`config.mk`:
```
export PLATFORM = sky130hd
export DESIGN_NAME = texture_mip_chain_byte_size
export DESIGN_NICKNAME = d
export VERILOG_FILES = /design/src/rtl/tmcbs_pkg.sv /design/src/rtl/tmcbs_ctrl.sv /design/src/rtl/tmcbs_datapath.sv /design/src/rtl/texture_mip_chain_byte_size.sv
export SDC_FILE = /design/constraint.sdc
export NUM_CORES = 2
export LEC_CHECK = 0
export BUFFER_PORTS_ARGS = -buffer_cell sky130_fd_sc_hd__buf_2
export CAP_MARGIN = 40
export CORE_UTILIZATION = 45
export DETAILED_ROUTE_END_ITERATION = 8
export PLACE_DENSITY = 0.71
export SYNTH_ARGS = -nofsm -noshare
export SYNTH_HDL_FRONTEND = slang
export SYNTH_SLANG_ARGS = --single-unit
```
`constraint.sdc`:
```
create_clock -name clk_i -period 10.1 [get_ports clk_i]
set_input_delay 0.505 -clock clk_i [delete_from_list [all_inputs] [get_ports clk_i]]
set_output_delay 0.505 -clock clk_i [all_outputs]
set_load 0.005 [all_outputs]
```
`src/rtl/tmcbs_pkg.sv`:
```
// Package for the texture mip chain byte size block.
// Holds the format table, block reciprocals, command and status types.
// No dependencies.
package tmcbs_pkg;

  localparam int unsigned MaxMipLevelsDef = 15;
  localparam int unsigned FmtW            = 5;
  localparam int unsigned DimW            = 15;
  localparam int unsigned LevelsW         = 4;
  localparam int unsigned LayersW         = 12;
  localparam int unsigned TotalW          = 32;
  localparam int unsigned BlkW            = 4;
  localparam int unsigned ShiftW          = 3;
  localparam int unsigned RecipW          = 21;
  localparam int unsigned RecipShift      = 20;
  localparam int unsigned InDataW         = 56;
  localparam int unsigned OutDataW        = 48;

  localparam logic [FmtW-1:0] FmtRgba8   = 5'd0;
  localparam logic [FmtW-1:0] FmtBgra8   = 5'd1;
  localparam logic [FmtW-1:0] FmtR8      = 5'd2;
  localparam logic [FmtW-1:0] FmtR16     = 5'd3;
  localparam logic [FmtW-1:0] FmtD16     = 5'd4;
  localparam logic [FmtW-1:0] FmtD32     = 5'd5;
  localparam logic [FmtW-1:0] FmtBc1     = 5'd6;
  localparam logic [FmtW-1:0] FmtBc2     = 5'd7;
  localparam logic [FmtW-1:0] FmtBc3     = 5'd8;
  localparam logic [FmtW-1:0] FmtBc4     = 5'd9;
  localparam logic [FmtW-1:0] FmtBc5     = 5'd10;
  localparam logic [FmtW-1:0] FmtBc6h    = 5'd11;
  localparam logic [FmtW-1:0] FmtBc7     = 5'd12;
  localparam logic [FmtW-1:0] FmtEtcRgb  = 5'd13;
  localparam logic [FmtW-1:0] FmtEtcA1   = 5'd14;
  localparam logic [FmtW-1:0] FmtEtcRgba = 5'd15;
  localparam logic [FmtW-1:0] FmtAstc4x4   = 5'd16;
  localparam logic [FmtW-1:0] FmtAstc5x4   = 5'd17;
  localparam logic [FmtW-1:0] FmtAstc5x5   = 5'd18;
  localparam logic [FmtW-1:0] FmtAstc6x5   = 5'd19;
  localparam logic [FmtW-1:0] FmtAstc6x6   = 5'd20;
  localparam logic [FmtW-1:0] FmtAstc8x5   = 5'd21;
  localparam logic [FmtW-1:0] FmtAstc8x6   = 5'd22;
  localparam logic [FmtW-1:0] FmtAstc8x8   = 5'd23;
  localparam logic [FmtW-1:0] FmtAstc10x5  = 5'd24;
  localparam logic [FmtW-1:0] FmtAstc10x6  = 5'd25;
  localparam logic [FmtW-1:0] FmtAstc10x8  = 5'd26;
  localparam logic [FmtW-1:0] FmtAstc10x10 = 5'd27;
  localparam logic [FmtW-1:0] FmtAstc12x10 = 5'd28;
  localparam logic [FmtW-1:0] FmtAstc12x12 = 5'd29;

  typedef struct packed {
    logic [BlkW-1:0]   blk_w;
    logic [BlkW-1:0]   blk_h;
    logic [ShiftW-1:0] unit_shift;
    logic              compressed;
    logic              bad;
  } fmt_info_t;

  typedef struct packed {
    logic load;
    logic issue;
    logic mult;
    logic out_load;
  } cmd_t;

  typedef struct packed {
    logic cnt_nz;
    logic pipe_empty;
  } sts_t;

  typedef enum logic [2:0] {
    StIdle,
    StIter,
    StDrain,
    StMult,
    StOut
  } state_e;

  function automatic fmt_info_t mk_info(input logic [BlkW-1:0] bw, input logic [BlkW-1:0] bh,
                                        input logic [ShiftW-1:0] sh, input logic comp);
    fmt_info_t r;
    r.blk_w      = bw;
    r.blk_h      = bh;
    r.unit_shift = sh;
    r.compressed = comp;
    r.bad        = 1'b0;
    return r;
  endfunction

  function automatic fmt_info_t fmt_lookup(input logic [FmtW-1:0] fmt);
    fmt_info_t r;
    r.blk_w      = 4'd1;
    r.blk_h      = 4'd1;
    r.unit_shift = 3'd0;
    r.compressed = 1'b0;
    r.bad        = 1'b1;
    unique case (fmt)
      FmtRgba8:     r = mk_info(4'd1, 4'd1, 3'd2, 1'b0);
      FmtBgra8:     r = mk_info(4'd1, 4'd1, 3'd2, 1'b0);
      FmtR8:        r = mk_info(4'd1, 4'd1, 3'd0, 1'b0);
      FmtR16:       r = mk_info(4'd1, 4'd1, 3'd1, 1'b0);
      FmtD16:       r = mk_info(4'd1, 4'd1, 3'd1, 1'b0);
      FmtD32:       r = mk_info(4'd1, 4'd1, 3'd2, 1'b0);
      FmtBc1:       r = mk_info(4'd4, 4'd4, 3'd3, 1'b1);
      FmtBc2:       r = mk_info(4'd4, 4'd4, 3'd4, 1'b1);
      FmtBc3:       r = mk_info(4'd4, 4'd4, 3'd4, 1'b1);
      FmtBc4:       r = mk_info(4'd4, 4'd4, 3'd3, 1'b1);
      FmtBc5:       r = mk_info(4'd4, 4'd4, 3'd4, 1'b1);
      FmtBc6h:      r = mk_info(4'd4, 4'd4, 3'd4, 1'b1);
      FmtBc7:       r = mk_info(4'd4, 4'd4, 3'd4, 1'b1);
      FmtEtcRgb:    r = mk_info(4'd4, 4'd4, 3'd3, 1'b1);
      FmtEtcA1:     r = mk_info(4'd4, 4'd4, 3'd3, 1'b1);
      FmtEtcRgba:   r = mk_info(4'd4, 4'd4, 3'd4, 1'b1);
      FmtAstc4x4:   r = mk_info(4'd4, 4'd4, 3'd4, 1'b1);
      FmtAstc5x4:   r = mk_info(4'd5, 4'd4, 3'd4, 1'b1);
      FmtAstc5x5:   r = mk_info(4'd5, 4'd5, 3'd4, 1'b1);
      FmtAstc6x5:   r = mk_info(4'd6, 4'd5, 3'd4, 1'b1);
      FmtAstc6x6:   r = mk_info(4'd6, 4'd6, 3'd4, 1'b1);
      FmtAstc8x5:   r = mk_info(4'd8, 4'd5, 3'd4, 1'b1);
      FmtAstc8x6:   r = mk_info(4'd8, 4'd6, 3'd4, 1'b1);
      FmtAstc8x8:   r = mk_info(4'd8, 4'd8, 3'd4, 1'b1);
      FmtAstc10x5:  r = mk_info(4'd10, 4'd5, 3'd4, 1'b1);
      FmtAstc10x6:  r = mk_info(4'd10, 4'd6, 3'd4, 1'b1);
      FmtAstc10x8:  r = mk_info(4'd10, 4'd8, 3'd4, 1'b1);
      FmtAstc10x10: r = mk_info(4'd10, 4'd10, 3'd4, 1'b1);
      FmtAstc12x10: r = mk_info(4'd12, 4'd10, 3'd4, 1'b1);
      FmtAstc12x12: r = mk_info(4'd12, 4'd12, 3'd4, 1'b1);
      default: ;
    endcase
    return r;
  endfunction

  // ceil(2^20 / d); exact floor division for dividends below 2^16
  function automatic logic [RecipW-1:0] recip(input logic [BlkW-1:0] d);
    logic [RecipW-1:0] r;
    r = 21'd1048576;
    unique case (d)
      4'd4:    r = 21'd262144;
      4'd5:    r = 21'd209716;
      4'd6:    r = 21'd174763;
      4'd8:    r = 21'd131072;
      4'd10:   r = 21'd104858;
      4'd12:   r = 21'd87382;
      default: r = 21'd1048576;
    endcase
    return r;
  endfunction

endpackage

```
`src/rtl/tmcbs_ctrl.sv`:
```
// Controller of the mip chain byte size block: sequences load, level
// iteration, drain, layer multiply and output. Depends on tmcbs_pkg.
module tmcbs_ctrl (
  input  logic          clk_i,
  input  logic          rst_ni,
  input  logic          s_axis_tvalid,
  output logic          s_axis_tready,
  output logic          m_axis_tvalid,
  input  logic          m_axis_tready,
  input  tmcbs_pkg::sts_t sts_i,
  output tmcbs_pkg::cmd_t cmd_o
);
  import tmcbs_pkg::*;

  state_e state_q, state_d;
  logic   out_valid_q, out_valid_d;

  always_comb begin
    state_d = state_q;
    unique case (state_q)
      StIdle:  if (s_axis_tvalid) state_d = StIter;
      StIter:  if (!sts_i.cnt_nz) state_d = StDrain;
      StDrain: if (sts_i.pipe_empty) state_d = StMult;
      StMult:  state_d = StOut;
      StOut:   if (!out_valid_q || m_axis_tready) state_d = StIdle;
      default: state_d = StIdle;
    endcase
  end

  always_comb begin
    cmd_o         = '0;
    s_axis_tready = 1'b0;
    unique case (state_q)
      StIdle: begin
        s_axis_tready = 1'b1;
        cmd_o.load    = s_axis_tvalid;
      end
      StIter:  cmd_o.issue = sts_i.cnt_nz;
      StDrain: ;
      StMult:  cmd_o.mult = 1'b1;
      StOut:   cmd_o.out_load = !out_valid_q || m_axis_tready;
      default: ;
    endcase
  end

  always_comb begin
    out_valid_d = out_valid_q;
    if (cmd_o.out_load) begin
      out_valid_d = 1'b1;
    end else if (m_axis_tready) begin
      out_valid_d = 1'b0;
    end
  end

  assign m_axis_tvalid = out_valid_q;

  always_ff @(posedge clk_i or negedge rst_ni) begin
    if (!rst_ni) begin
      state_q     <= StIdle;
      out_valid_q <= 1'b0;
    end else begin
      state_q     <= state_d;
      out_valid_q <= out_valid_d;
    end
  end

endmodule

```
`src/rtl/tmcbs_datapath.sv`:
```
// Datapath of the mip chain byte size block: per-level block count pipeline,
// accumulator, layer multiply and output register. Depends on tmcbs_pkg.
module tmcbs_datapath #(
  parameter int unsigned MAX_MIP_LEVELS = tmcbs_pkg::MaxMipLevelsDef
) (
  input  logic                             clk_i,
  input  logic                             rst_ni,
  input  tmcbs_pkg::cmd_t                  cmd_i,
  output tmcbs_pkg::sts_t                  sts_o,
  input  logic [tmcbs_pkg::FmtW-1:0]       format_code_i,
  input  logic [tmcbs_pkg::DimW-1:0]       base_width_i,
  input  logic [tmcbs_pkg::DimW-1:0]       base_height_i,
  input  logic [tmcbs_pkg::LevelsW-1:0]    mip_levels_i,
  input  logic [tmcbs_pkg::LayersW-1:0]    layer_count_i,
  output logic [tmcbs_pkg::TotalW-1:0]     total_bytes_o,
  output logic                             size_overflow_o,
  output logic [tmcbs_pkg::BlkW-1:0]       block_width_o,
  output logic [tmcbs_pkg::BlkW-1:0]       block_height_o,
  output logic                             compressed_o,
  output logic                             bad_format_o
);
  import tmcbs_pkg::*;

  localparam int unsigned LvlW   = $clog2(MAX_MIP_LEVELS + 1);
  localparam int unsigned SumW   = TotalW + $clog2(MAX_MIP_LEVELS);
  localparam int unsigned ProdW  = SumW + LayersW;
  localparam int unsigned NumW   = DimW + 1;
  localparam int unsigned QProdW = NumW + RecipW;
  localparam int unsigned AreaW  = 2 * NumW;
  localparam int unsigned TermW  = AreaW + 4;

  fmt_info_t          info_q, info_d;
  logic [DimW-1:0]    w_q, w_d, h_q, h_d;
  logic [LvlW-1:0]    cnt_q, cnt_d;
  logic [LayersW-1:0] layers_q;
  logic [RecipW-1:0]  rw_q, rh_q;
  logic               v1_q, v2_q;
  logic [NumW-1:0]    qw_q, qh_q;
  logic [AreaW-1:0]   area_q;
  logic [SumW-1:0]    sum_q, sum_d;
  logic [ProdW-1:0]   prod_q;
  logic [LvlW-1:0]    lvl_sat;
  logic [DimW-1:0]    wc, hc;
  logic [NumW-1:0]    nw, nh;
  logic [QProdW-1:0]  pw, ph;
  logic [TermW-1:0]   term;

  assign info_d = fmt_lookup(format_code_i);

  always_comb begin
    if (5'(mip_levels_i) > 5'(MAX_MIP_LEVELS)) begin
      lvl_sat = LvlW'(MAX_MIP_LEVELS);
    end else begin
      lvl_sat = LvlW'(mip_levels_i);
    end
  end

  always_comb begin
    w_d   = w_q;
    h_d   = h_q;
    cnt_d = cnt_q;
    if (cmd_i.load) begin
      w_d   = base_width_i;
      h_d   = base_height_i;
      cnt_d = lvl_sat;
    end else if (cmd_i.issue) begin
      w_d   = w_q >> 1;
      h_d   = h_q >> 1;
      cnt_d = cnt_q - LvlW'(1);
    end
  end

  assign wc = (w_q == '0) ? DimW'(1) : w_q;
  assign hc = (h_q == '0) ? DimW'(1) : h_q;
  assign nw = NumW'(wc) + NumW'(info_q.blk_w) - NumW'(1);
  assign nh = NumW'(hc) + NumW'(info_q.blk_h) - NumW'(1);
  assign pw = QProdW'(nw) * QProdW'(rw_q);
  assign ph = QProdW'(nh) * QProdW'(rh_q);
  assign term = TermW'(area_q) << info_q.unit_shift;

  always_comb begin
    sum_d = sum_q;
    if (cmd_i.load) begin
      sum_d = '0;
    end else if (v2_q) begin
      sum_d = sum_q + SumW'(term);
    end
  end

  assign sts_o.cnt_nz     = (cnt_q != '0);
  assign sts_o.pipe_empty = !v1_q && !v2_q;

  always_ff @(posedge clk_i or negedge rst_ni) begin
    if (!rst_ni) begin
      v1_q  <= 1'b0;
      v2_q  <= 1'b0;
      cnt_q <= '0;
    end else begin
      v1_q  <= cmd_i.issue;
      v2_q  <= v1_q;
      cnt_q <= cnt_d;
    end
  end

  always_ff @(posedge clk_i) begin
    w_q    <= w_d;
    h_q    <= h_d;
    sum_q  <= sum_d;
    qw_q   <= pw[RecipShift +: NumW];
    qh_q   <= ph[RecipShift +: NumW];
    area_q <= AreaW'(qw_q) * AreaW'(qh_q);
    if (cmd_i.load) begin
      info_q   <= info_d;
      layers_q <= layer_count_i;
      rw_q     <= recip(info_d.blk_w);
      rh_q     <= recip(info_d.blk_h);
    end
    if (cmd_i.mult) begin
      prod_q <= ProdW'(sum_q) * ProdW'(layers_q);
    end
    if (cmd_i.out_load) begin
      total_bytes_o   <= info_q.bad ? '0 : prod_q[TotalW-1:0];
      size_overflow_o <= !info_q.bad && (prod_q[ProdW-1:TotalW] != '0);
      block_width_o   <= info_q.blk_w;
      block_height_o  <= info_q.blk_h;
      compressed_o    <= info_q.compressed;
      bad_format_o    <= info_q.bad;
    end
  end

endmodule

```
`src/rtl/texture_mip_chain_byte_size.sv`:
```
// Top level of the texture mip chain byte size block.
// Joins tmcbs_ctrl and tmcbs_datapath; depends on tmcbs_pkg.
//
// One descriptor is taken at a time. A descriptor's L mip levels (after
// saturation to MAX_MIP_LEVELS) are issued one per cycle through the shared
// block count pipeline (reciprocal divide, block area, accumulate) until the
// level count runs out; the pipeline then drains, the layer multiply runs
// and the output register is loaded once any earlier result has been taken.
// The controller returns to idle, where the next descriptor is accepted.
// The next descriptor is accepted while a finished result waits to be
// taken. Zero width or height counts as one pixel; codes above the last ASTC
// format give a zero total with bad_format set.
module texture_mip_chain_byte_size #(
  parameter int unsigned MAX_MIP_LEVELS = tmcbs_pkg::MaxMipLevelsDef
) (
  input  logic                             clk_i,
  input  logic                             rst_ni,
  input  logic                             s_axis_tvalid,
  output logic                             s_axis_tready,
  // format_code[4:0], base_width[19:5], base_height[34:20],
  // mip_levels[38:35], layer_count[50:39], zero pad [55:51]
  input  logic [tmcbs_pkg::InDataW-1:0]    s_axis_tdata,
  output logic                             m_axis_tvalid,
  input  logic                             m_axis_tready,
  // total_bytes[31:0], size_overflow[32], block_width[36:33],
  // block_height[40:37], compressed[41], bad_format[42], zero pad [47:43]
  output logic [tmcbs_pkg::OutDataW-1:0]   m_axis_tdata
);
  import tmcbs_pkg::*;

  cmd_t               cmd;
  sts_t               sts;
  logic [TotalW-1:0]  total_bytes;
  logic               size_overflow;
  logic [BlkW-1:0]    block_width;
  logic [BlkW-1:0]    block_height;
  logic               compressed;
  logic               bad_format;

  tmcbs_ctrl u_ctrl (
    .clk_i         (clk_i),
    .rst_ni        (rst_ni),
    .s_axis_tvalid (s_axis_tvalid),
    .s_axis_tready (s_axis_tready),
    .m_axis_tvalid (m_axis_tvalid),
    .m_axis_tready (m_axis_tready),
    .sts_i         (sts),
    .cmd_o         (cmd)
  );

  tmcbs_datapath #(
    .MAX_MIP_LEVELS (MAX_MIP_LEVELS)
  ) u_datapath (
    .clk_i           (clk_i),
    .rst_ni          (rst_ni),
    .cmd_i           (cmd),
    .sts_o           (sts),
    .format_code_i   (s_axis_tdata[4:0]),
    .base_width_i    (s_axis_tdata[19:5]),
    .base_height_i   (s_axis_tdata[34:20]),
    .mip_levels_i    (s_axis_tdata[38:35]),
    .layer_count_i   (s_axis_tdata[50:39]),
    .total_bytes_o   (total_bytes),
    .size_overflow_o (size_overflow),
    .block_width_o   (block_width),
    .block_height_o  (block_height),
    .compressed_o    (compressed),
    .bad_format_o    (bad_format)
  );

  assign m_axis_tdata = {5'b0, bad_format, compressed, block_height, block_width,
                         size_overflow, total_bytes};

endmodule
```
# Yosys cells after proc, flatten, opt, wreduce, memory -nomap -nowiden
# Index checks and enable logic that the tools add are counted.
[word_totals]
ff_bits = 298
inputBits = 60
output_inout_bits = 50
wordCells = 129
[op_classes]
add_sub_neg = 6
mul = 4
eq_ne = 49
shifts = 1
mux = 23
reduce_logical = 20
[op_table]
columns = ["operator", "n"]
rows = [
  ["21-bit one-hot mux with 6 select lines", 2],
  ["13-bit one-hot mux with 18 select lines", 1],
  ["15-bit two-way mux", 6],
  ["16-bit by 21-bit multiplier with 36-bit output", 2],
  ["5-bit equality test, second input constant", 14],
  ["36-bit by 12-bit multiplier with 48-bit output", 1],
  ["5-bit by 4-bit equality test with 1-bit output, second input constant", 8],
  ["36-bit adder", 1],
  ["32-bit by 3-bit << shifter with 36-bit output", 1],
  ["15-bit by 4-bit adder with 16-bit output", 2],
  ["16-bit by 16-bit multiplier with 32-bit output", 1],
  ["16-bit by 1-bit subtractor with 16-bit output, second input constant", 2],
  ["15-bit logical NOT", 2],
  ["4-bit by 3-bit equality test with 1-bit output, second input constant", 6],
  ["4-bit equality test, second input constant", 6],
  ["5-bit by 3-bit equality test with 1-bit output, second input constant", 4],
  ["16-bit nonzero test", 1],
  ["3-bit one-hot mux with 5 select lines", 1],
  ["3-bit two-way mux", 4],
  ["5-bit by 2-bit equality test with 1-bit output, second input constant", 2],
  ["4-bit two-way mux", 2],
  ["1-bit two-way mux", 7],
  ["7-bit OR reduction", 1],
  ["3-bit by 2-bit equality test with 1-bit output, second input constant", 2],
  ["other kinds (17)", 24],
]

# Depth between registers and ports, before layout
[depth]
ltp_word = 5
depth_mapped = 41

# By module
# A second synthesis with hierarchy kept.
[hier_totals]
hier_cells = 5336
hier_area_um2 = 50360.8
[by_module_without_submodules]
columns = ["mod", "n_inst", "cells_each", "area_each_um2", "seq_area_each_um2"]
rows = [
  ["tmcbs_datapath", 1, 5304, 50076.8, 7136.8],
  ["tmcbs_ctrl", 1, 23, 220.2, 100.1],
  ["texture_mip_chain_byte_size", 1, 9, 63.8, 0.0],
]

# Least setup slack after synthesis
# OpenSTA, ideal clock, no wires.
[synth_timing]
path_kind = "register to register"
from = "reg u_datapath.h_q[8]"
to = "reg u_datapath.qh_q[10]"
setup_ns = 0.122
t_arrival_ns = 8.595
t_required_ns = 9.978
path_slack_ns = 1.383
path_stages_with_launch = 38
path_buffers = 0
cell_sequence = "edfxtp_1 > inv_1 > ha_1 > nand2_1 > nor4_1 > nand4_1 > nor2b_1 > ha_1 > inv_1 > ha_1 > fa_1 > a211oi_1 > or3_1 > a221oi_2 > a311oi_1 > or4_1 > o311ai_2 > and2b_1 > [2 not listed] > fa_1 > inv_1 > fa_1 > fa_1 > fa_1 > inv_1 > fa_1 > inv_1 > ha_1 > a21o_1 > a21o_1 > a21oi_1 > o21ai_0 > nor2_1 > o221ai_1 > a211oi_1 > nor2_1 > o311a_1"
[synth_between]
elab_chain_len = 5
[synth_lines]
columns = ["element", "line", "text"]
rows = [
  ["start, declared", "tmcbs_datapath.sv:33", "logic [DimW-1:0] w_q, w_d, h_q, h_d;"],
  ["start signal, assigned", "tmcbs_datapath.sv:107", "h_q <= h_d;"],
  ["15-bit logical NOT", "tmcbs_datapath.sv:74", "assign hc = (h_q == '0) ? DimW'(1) : h_q;"],
  ["15-bit two-way mux *", "tmcbs_datapath.sv:74", ""],
  ["15-bit by 4-bit adder with 16-bit output *", "tmcbs_datapath.sv:76", "assign nh = NumW'(hc) + NumW'(info_q.blk_h) - NumW'(1);"],
  ["16-bit by 1-bit subtractor with 16-bit output *", "tmcbs_datapath.sv:76", ""],
  ["16-bit by 21-bit multiplier with 36-bit output *", "tmcbs_datapath.sv:78", "assign ph = QProdW'(nh) * QProdW'(rh_q);"],
  ["named net u_datapath.ph[30]", "tmcbs_datapath.sv:45", "logic [QProdW-1:0] pw, ph;"],
  ["end signal, assigned", "tmcbs_datapath.sv:110", "qh_q <= ph[RecipShift +: NumW];"],
  ["end, declared", "tmcbs_datapath.sv:38", "logic [NumW-1:0] qw_q, qh_q;"],
]
# The timed path passes the listed nets; every way through them passes the cells marked *.
# A chain may end at the register's enable or synchronous reset.

# Final worst setup path
[layout_timing]
from = "reg u_datapath.h_q[10]"
to = "reg u_datapath.qh_q[15]"
# Same word-level chain as after synthesis.

==> flow_metrics.env <==
export IMPL_max_stage_delay_ns=0.54
export IMPL_r2r_start="u_datapath.h_q[10]"
export IMPL_reg2reg_depth=38
export IMPL_dr_max_layer_used="met5"
export IMPL_synth_edf_count=166
export IMPL_grt_total_usage_pct=22.1
export IMPL_fillers=10200
export IMPL_crit_path_start_kind="flop"
export IMPL_clock_path_buffers=3
export IMPL_end_kind="flop"
export IMPL_cap_violations=0
export IMPL_dp_hpwl_um=95000
export IMPL_crit_top_cell="fa_1"
export IMPL_crit_start="u_datapath.h_q[10]"
export IMPL_post_cts_buffers=0
export IMPL_start_util_pct=45.6
export IMPL_die_area_mm2=0.114
export IMPL_layout_cells_most_common="inv_1"
export IMPL_met3_length_um=7470
export IMPL_hp_start="s_axis_tdata[48]"
export IMPL_layout_common_cells="inv_1, fa_1, nand2_1, ha_1, and2_1"
export IMPL_grt_max_degree=63
export IMPL_drv_slew=0
export IMPL_synth_area_mm2=0.0508
export IMPL_synth_ff_type="edfxtp_1"
export IMPL_setup_tns_ns=0
export IMPL_reg2reg_slack_ns=0.55
export IMPL_wl_met1_um=52300
export IMPL_synth_cell_types=90
export IMPL_ios=110
export IMPL_arrival_ns=10.02
export IMPL_numCtsBuffers=36
export IMPL_synth_avg_cell_area_um2=9.31
export IMPL_drt_iter0_markers=2233
export IMPL_num_rows=122
export IMPL_drive_above_1_share_pct=5.29
export IMPL_rsz0062_at_grt="no"
export IMPL_cts_root_buffer="clkbuf_16"
export IMPL_fp_coreArea_mm2=0.111
export IMPL_ys_warn_count=0
export IMPL_cp_data_required_time_ns=10.58
export IMPL_period_minus_slack_ns=9.55
export IMPL_cts_tree="built"
export IMPL_ant_nets=0
export IMPL_r2r_end="u_datapath.qh_q[15]"
export IMPL_hold_viol=0
export IMPL_die_w_um=338
export IMPL_min_to="u_datapath.layers_q[9]"
export IMPL_path_clk_slew_ns=0.06
export IMPL_crit_buf_inv=7
export IMPL_final_nets=6907
export IMPL_grt_pass1_wl_um=202000
export IMPL_criticalPathCategory="flop to flop"
export IMPL_cpMaxStageDelayCell="or4_1"
export IMPL_wirelength_um=120000
export IMPL_wire_per_inst_um=17.3
export IMPL_area_growth_syn_to_layout_pct=6.46
export IMPL_antenna_found_initial=6
export IMPL_fin_crit_sh_pct=94.5
export IMPL_path_delay_family="adder cells"
export IMPL_die_h_um=338
export IMPL_skew_ns=0.0344
export IMPL_asyncSetResetFlopFracSynth_pct=3.62
export IMPL_met2_length_um=57700
export IMPL_clock_fmax_ghz=0.105
export IMPL_hp_class="primary input to flop"
export IMPL_gr_total_overflow=0
export IMPL_grt_pass1_vias=39100
export IMPL_vias_per_cell=5.27
export IMPL_ys_ff_latch=276
export IMPL_holdPathStages=1
export IMPL_finalSetupViolCount=0
export IMPL_cts_sinks=276
export IMPL_ys_seq_area_share_pct=14.3
export IMPL_vias=36700
export IMPL_clk_insertion_delay_late_ns=0.60
export IMPL_slew_limit_headroom_pct=33.3
export IMPL_dr_pass1_iters=7
export IMPL_crit_fanout=10
export IMPL_port_buffers=99
export IMPL_gp_congestion=0.917
export IMPL_drc=0
export IMPL_htree_levels=2
export IMPL_status="completed"
export IMPL_worst_pin_slew_ns=0.993
export IMPL_syn_inst=5453
-- through the flow --
stage	utilization, %	instance area [um^2]	instances	setup slack (ns)	hold WS, ns
6_report	48.6	54100	6952	0.554	0.0839
5_1_grt	48.6	54100	6951	0.0121	0.0573
4_1_cts	48.5	54000	6947	0.305	0.0456
3_5_place_dp	47.4	52700	6880	0.363	0.381
3_3_place_gp	47.3	52600	6869	0.474	0.374
2_1_floorplan	-	50800	5457	1.38	0.209
-- sequential cells by signal, summed over array words and instances, names as in the netlist, 10 cells and up --
signal	cells
u_datapath.qw_q	16
u_datapath.qh_q	16
u_datapath.sum_q	36
u_datapath.area_q	32
u_datapath.rw_q	10
u_datapath.h_q	15
u_datapath.layers_q	12
u_datapath.w_q	15
u_datapath.info_q	13
u_datapath.total_bytes_o	32
u_datapath.prod_q	48
u_datapath.rh_q	10
-- what timing repair did --
item | in CTS | in global routing
endpoints found under the hold margin | 10 | 0
hold buffers | 1 | 0
setup endpoints to repair | 0 | 14
gates resized for setup | 0 | 5
-- cell usage after synthesis (10+ instances only) --
cell type,instances,area (um^2)
a211oi_1,21,158
a21o_1,74,556
a21oi_1,136,681
a31oi_1,14,87.6
and2_1,399,2500
and3_1,23,144
buf_1,15,56.3
clkbuf_1,188,706
dfrtp_1,10,250
dfxtp_1,100,2000
edfxtp_1,166,4980
fa_1,927,18600
ha_1,488,6110
inv_1,1173,4400
mux2_2,26,293
mux2i_1,39,390
mux4_2,18,405
nand2_1,755,2830
nand2b_1,48,300
nand3_1,26,130
nand4_1,27,169
nor2_1,161,604
nor2b_1,67,419
nor3_1,43,215
nor4_1,13,81.3
o211ai_1,12,90.1
o21a_1,16,120
o21ai_0,123,616
o21bai_1,18,135
or3_1,17,106
xnor2_1,93,815
xor2_1,53,464
-- worst max-delay path by stage --
stage,to,slack [ns],cells after the start
2_1_floorplan,u_datapath.qh_q[10],1.38,37
3_3_place_gp,u_datapath.qh_q[15],0.47,38
3_5_place_dp,u_datapath.qh_q[15],0.36,38
4_1_cts,u_datapath.qh_q[15],0.30,38
5_1_grt,u_datapath.qh_q[15],0.01,38
6_report,u_datapath.qh_q[15],0.55,38
-- metal layers --
layer  track usage [%]  vias to the layer above
met4              5.17                        2
met1              29.9                    18600
met2              37.4                     1104
li1                  -                    16800
met3              3.12                      190
met5                 0                        -
-- worst reg2reg max path: cells and delay by family (launching register included) --
family / cells / cell delay [ns]
xor+xnor: 1 / 0.12
buf+inv: 7 / 0.57
fa+ha+maj: 11 / 3.99
compound gates: 9 / 1.84
flops: 1 / 0.42
simple gates: 10 / 2.51
-- cell families after synthesis --
kind of cell / synth area share, %
AND/OR/NAND/NOR: 15.4
adder cells (fa/ha/maj): 48.6
buffers and inverters: 10.3
AO/OA/AOI/OAI: 6.74
flip-flops: 14.3
XOR/XNOR: 2.55
multiplexers: 2.14
other: 0.00739
-- area by class of cell --
cell class / count / area (um^2) / share of cell area, %
multi-input cells: 3793 / 38300 / 70.9
flip-flops and latches: 276 / 7240 / 13.4
inverters: 1175 / 4410 / 8.16
well taps: 1488 / 1860 / 3.44
repair buffers: 150 / 943 / 1.75
clock buffers: 38 / 930 / 1.72
clock inverters: 28 / 315 / 0.583
diodes: 4 / 10.0 / 0.0185
Power is left out: the tool's default activity adds up to more than one toggle a clock period on the data nets, which glitch-free logic cannot reach.
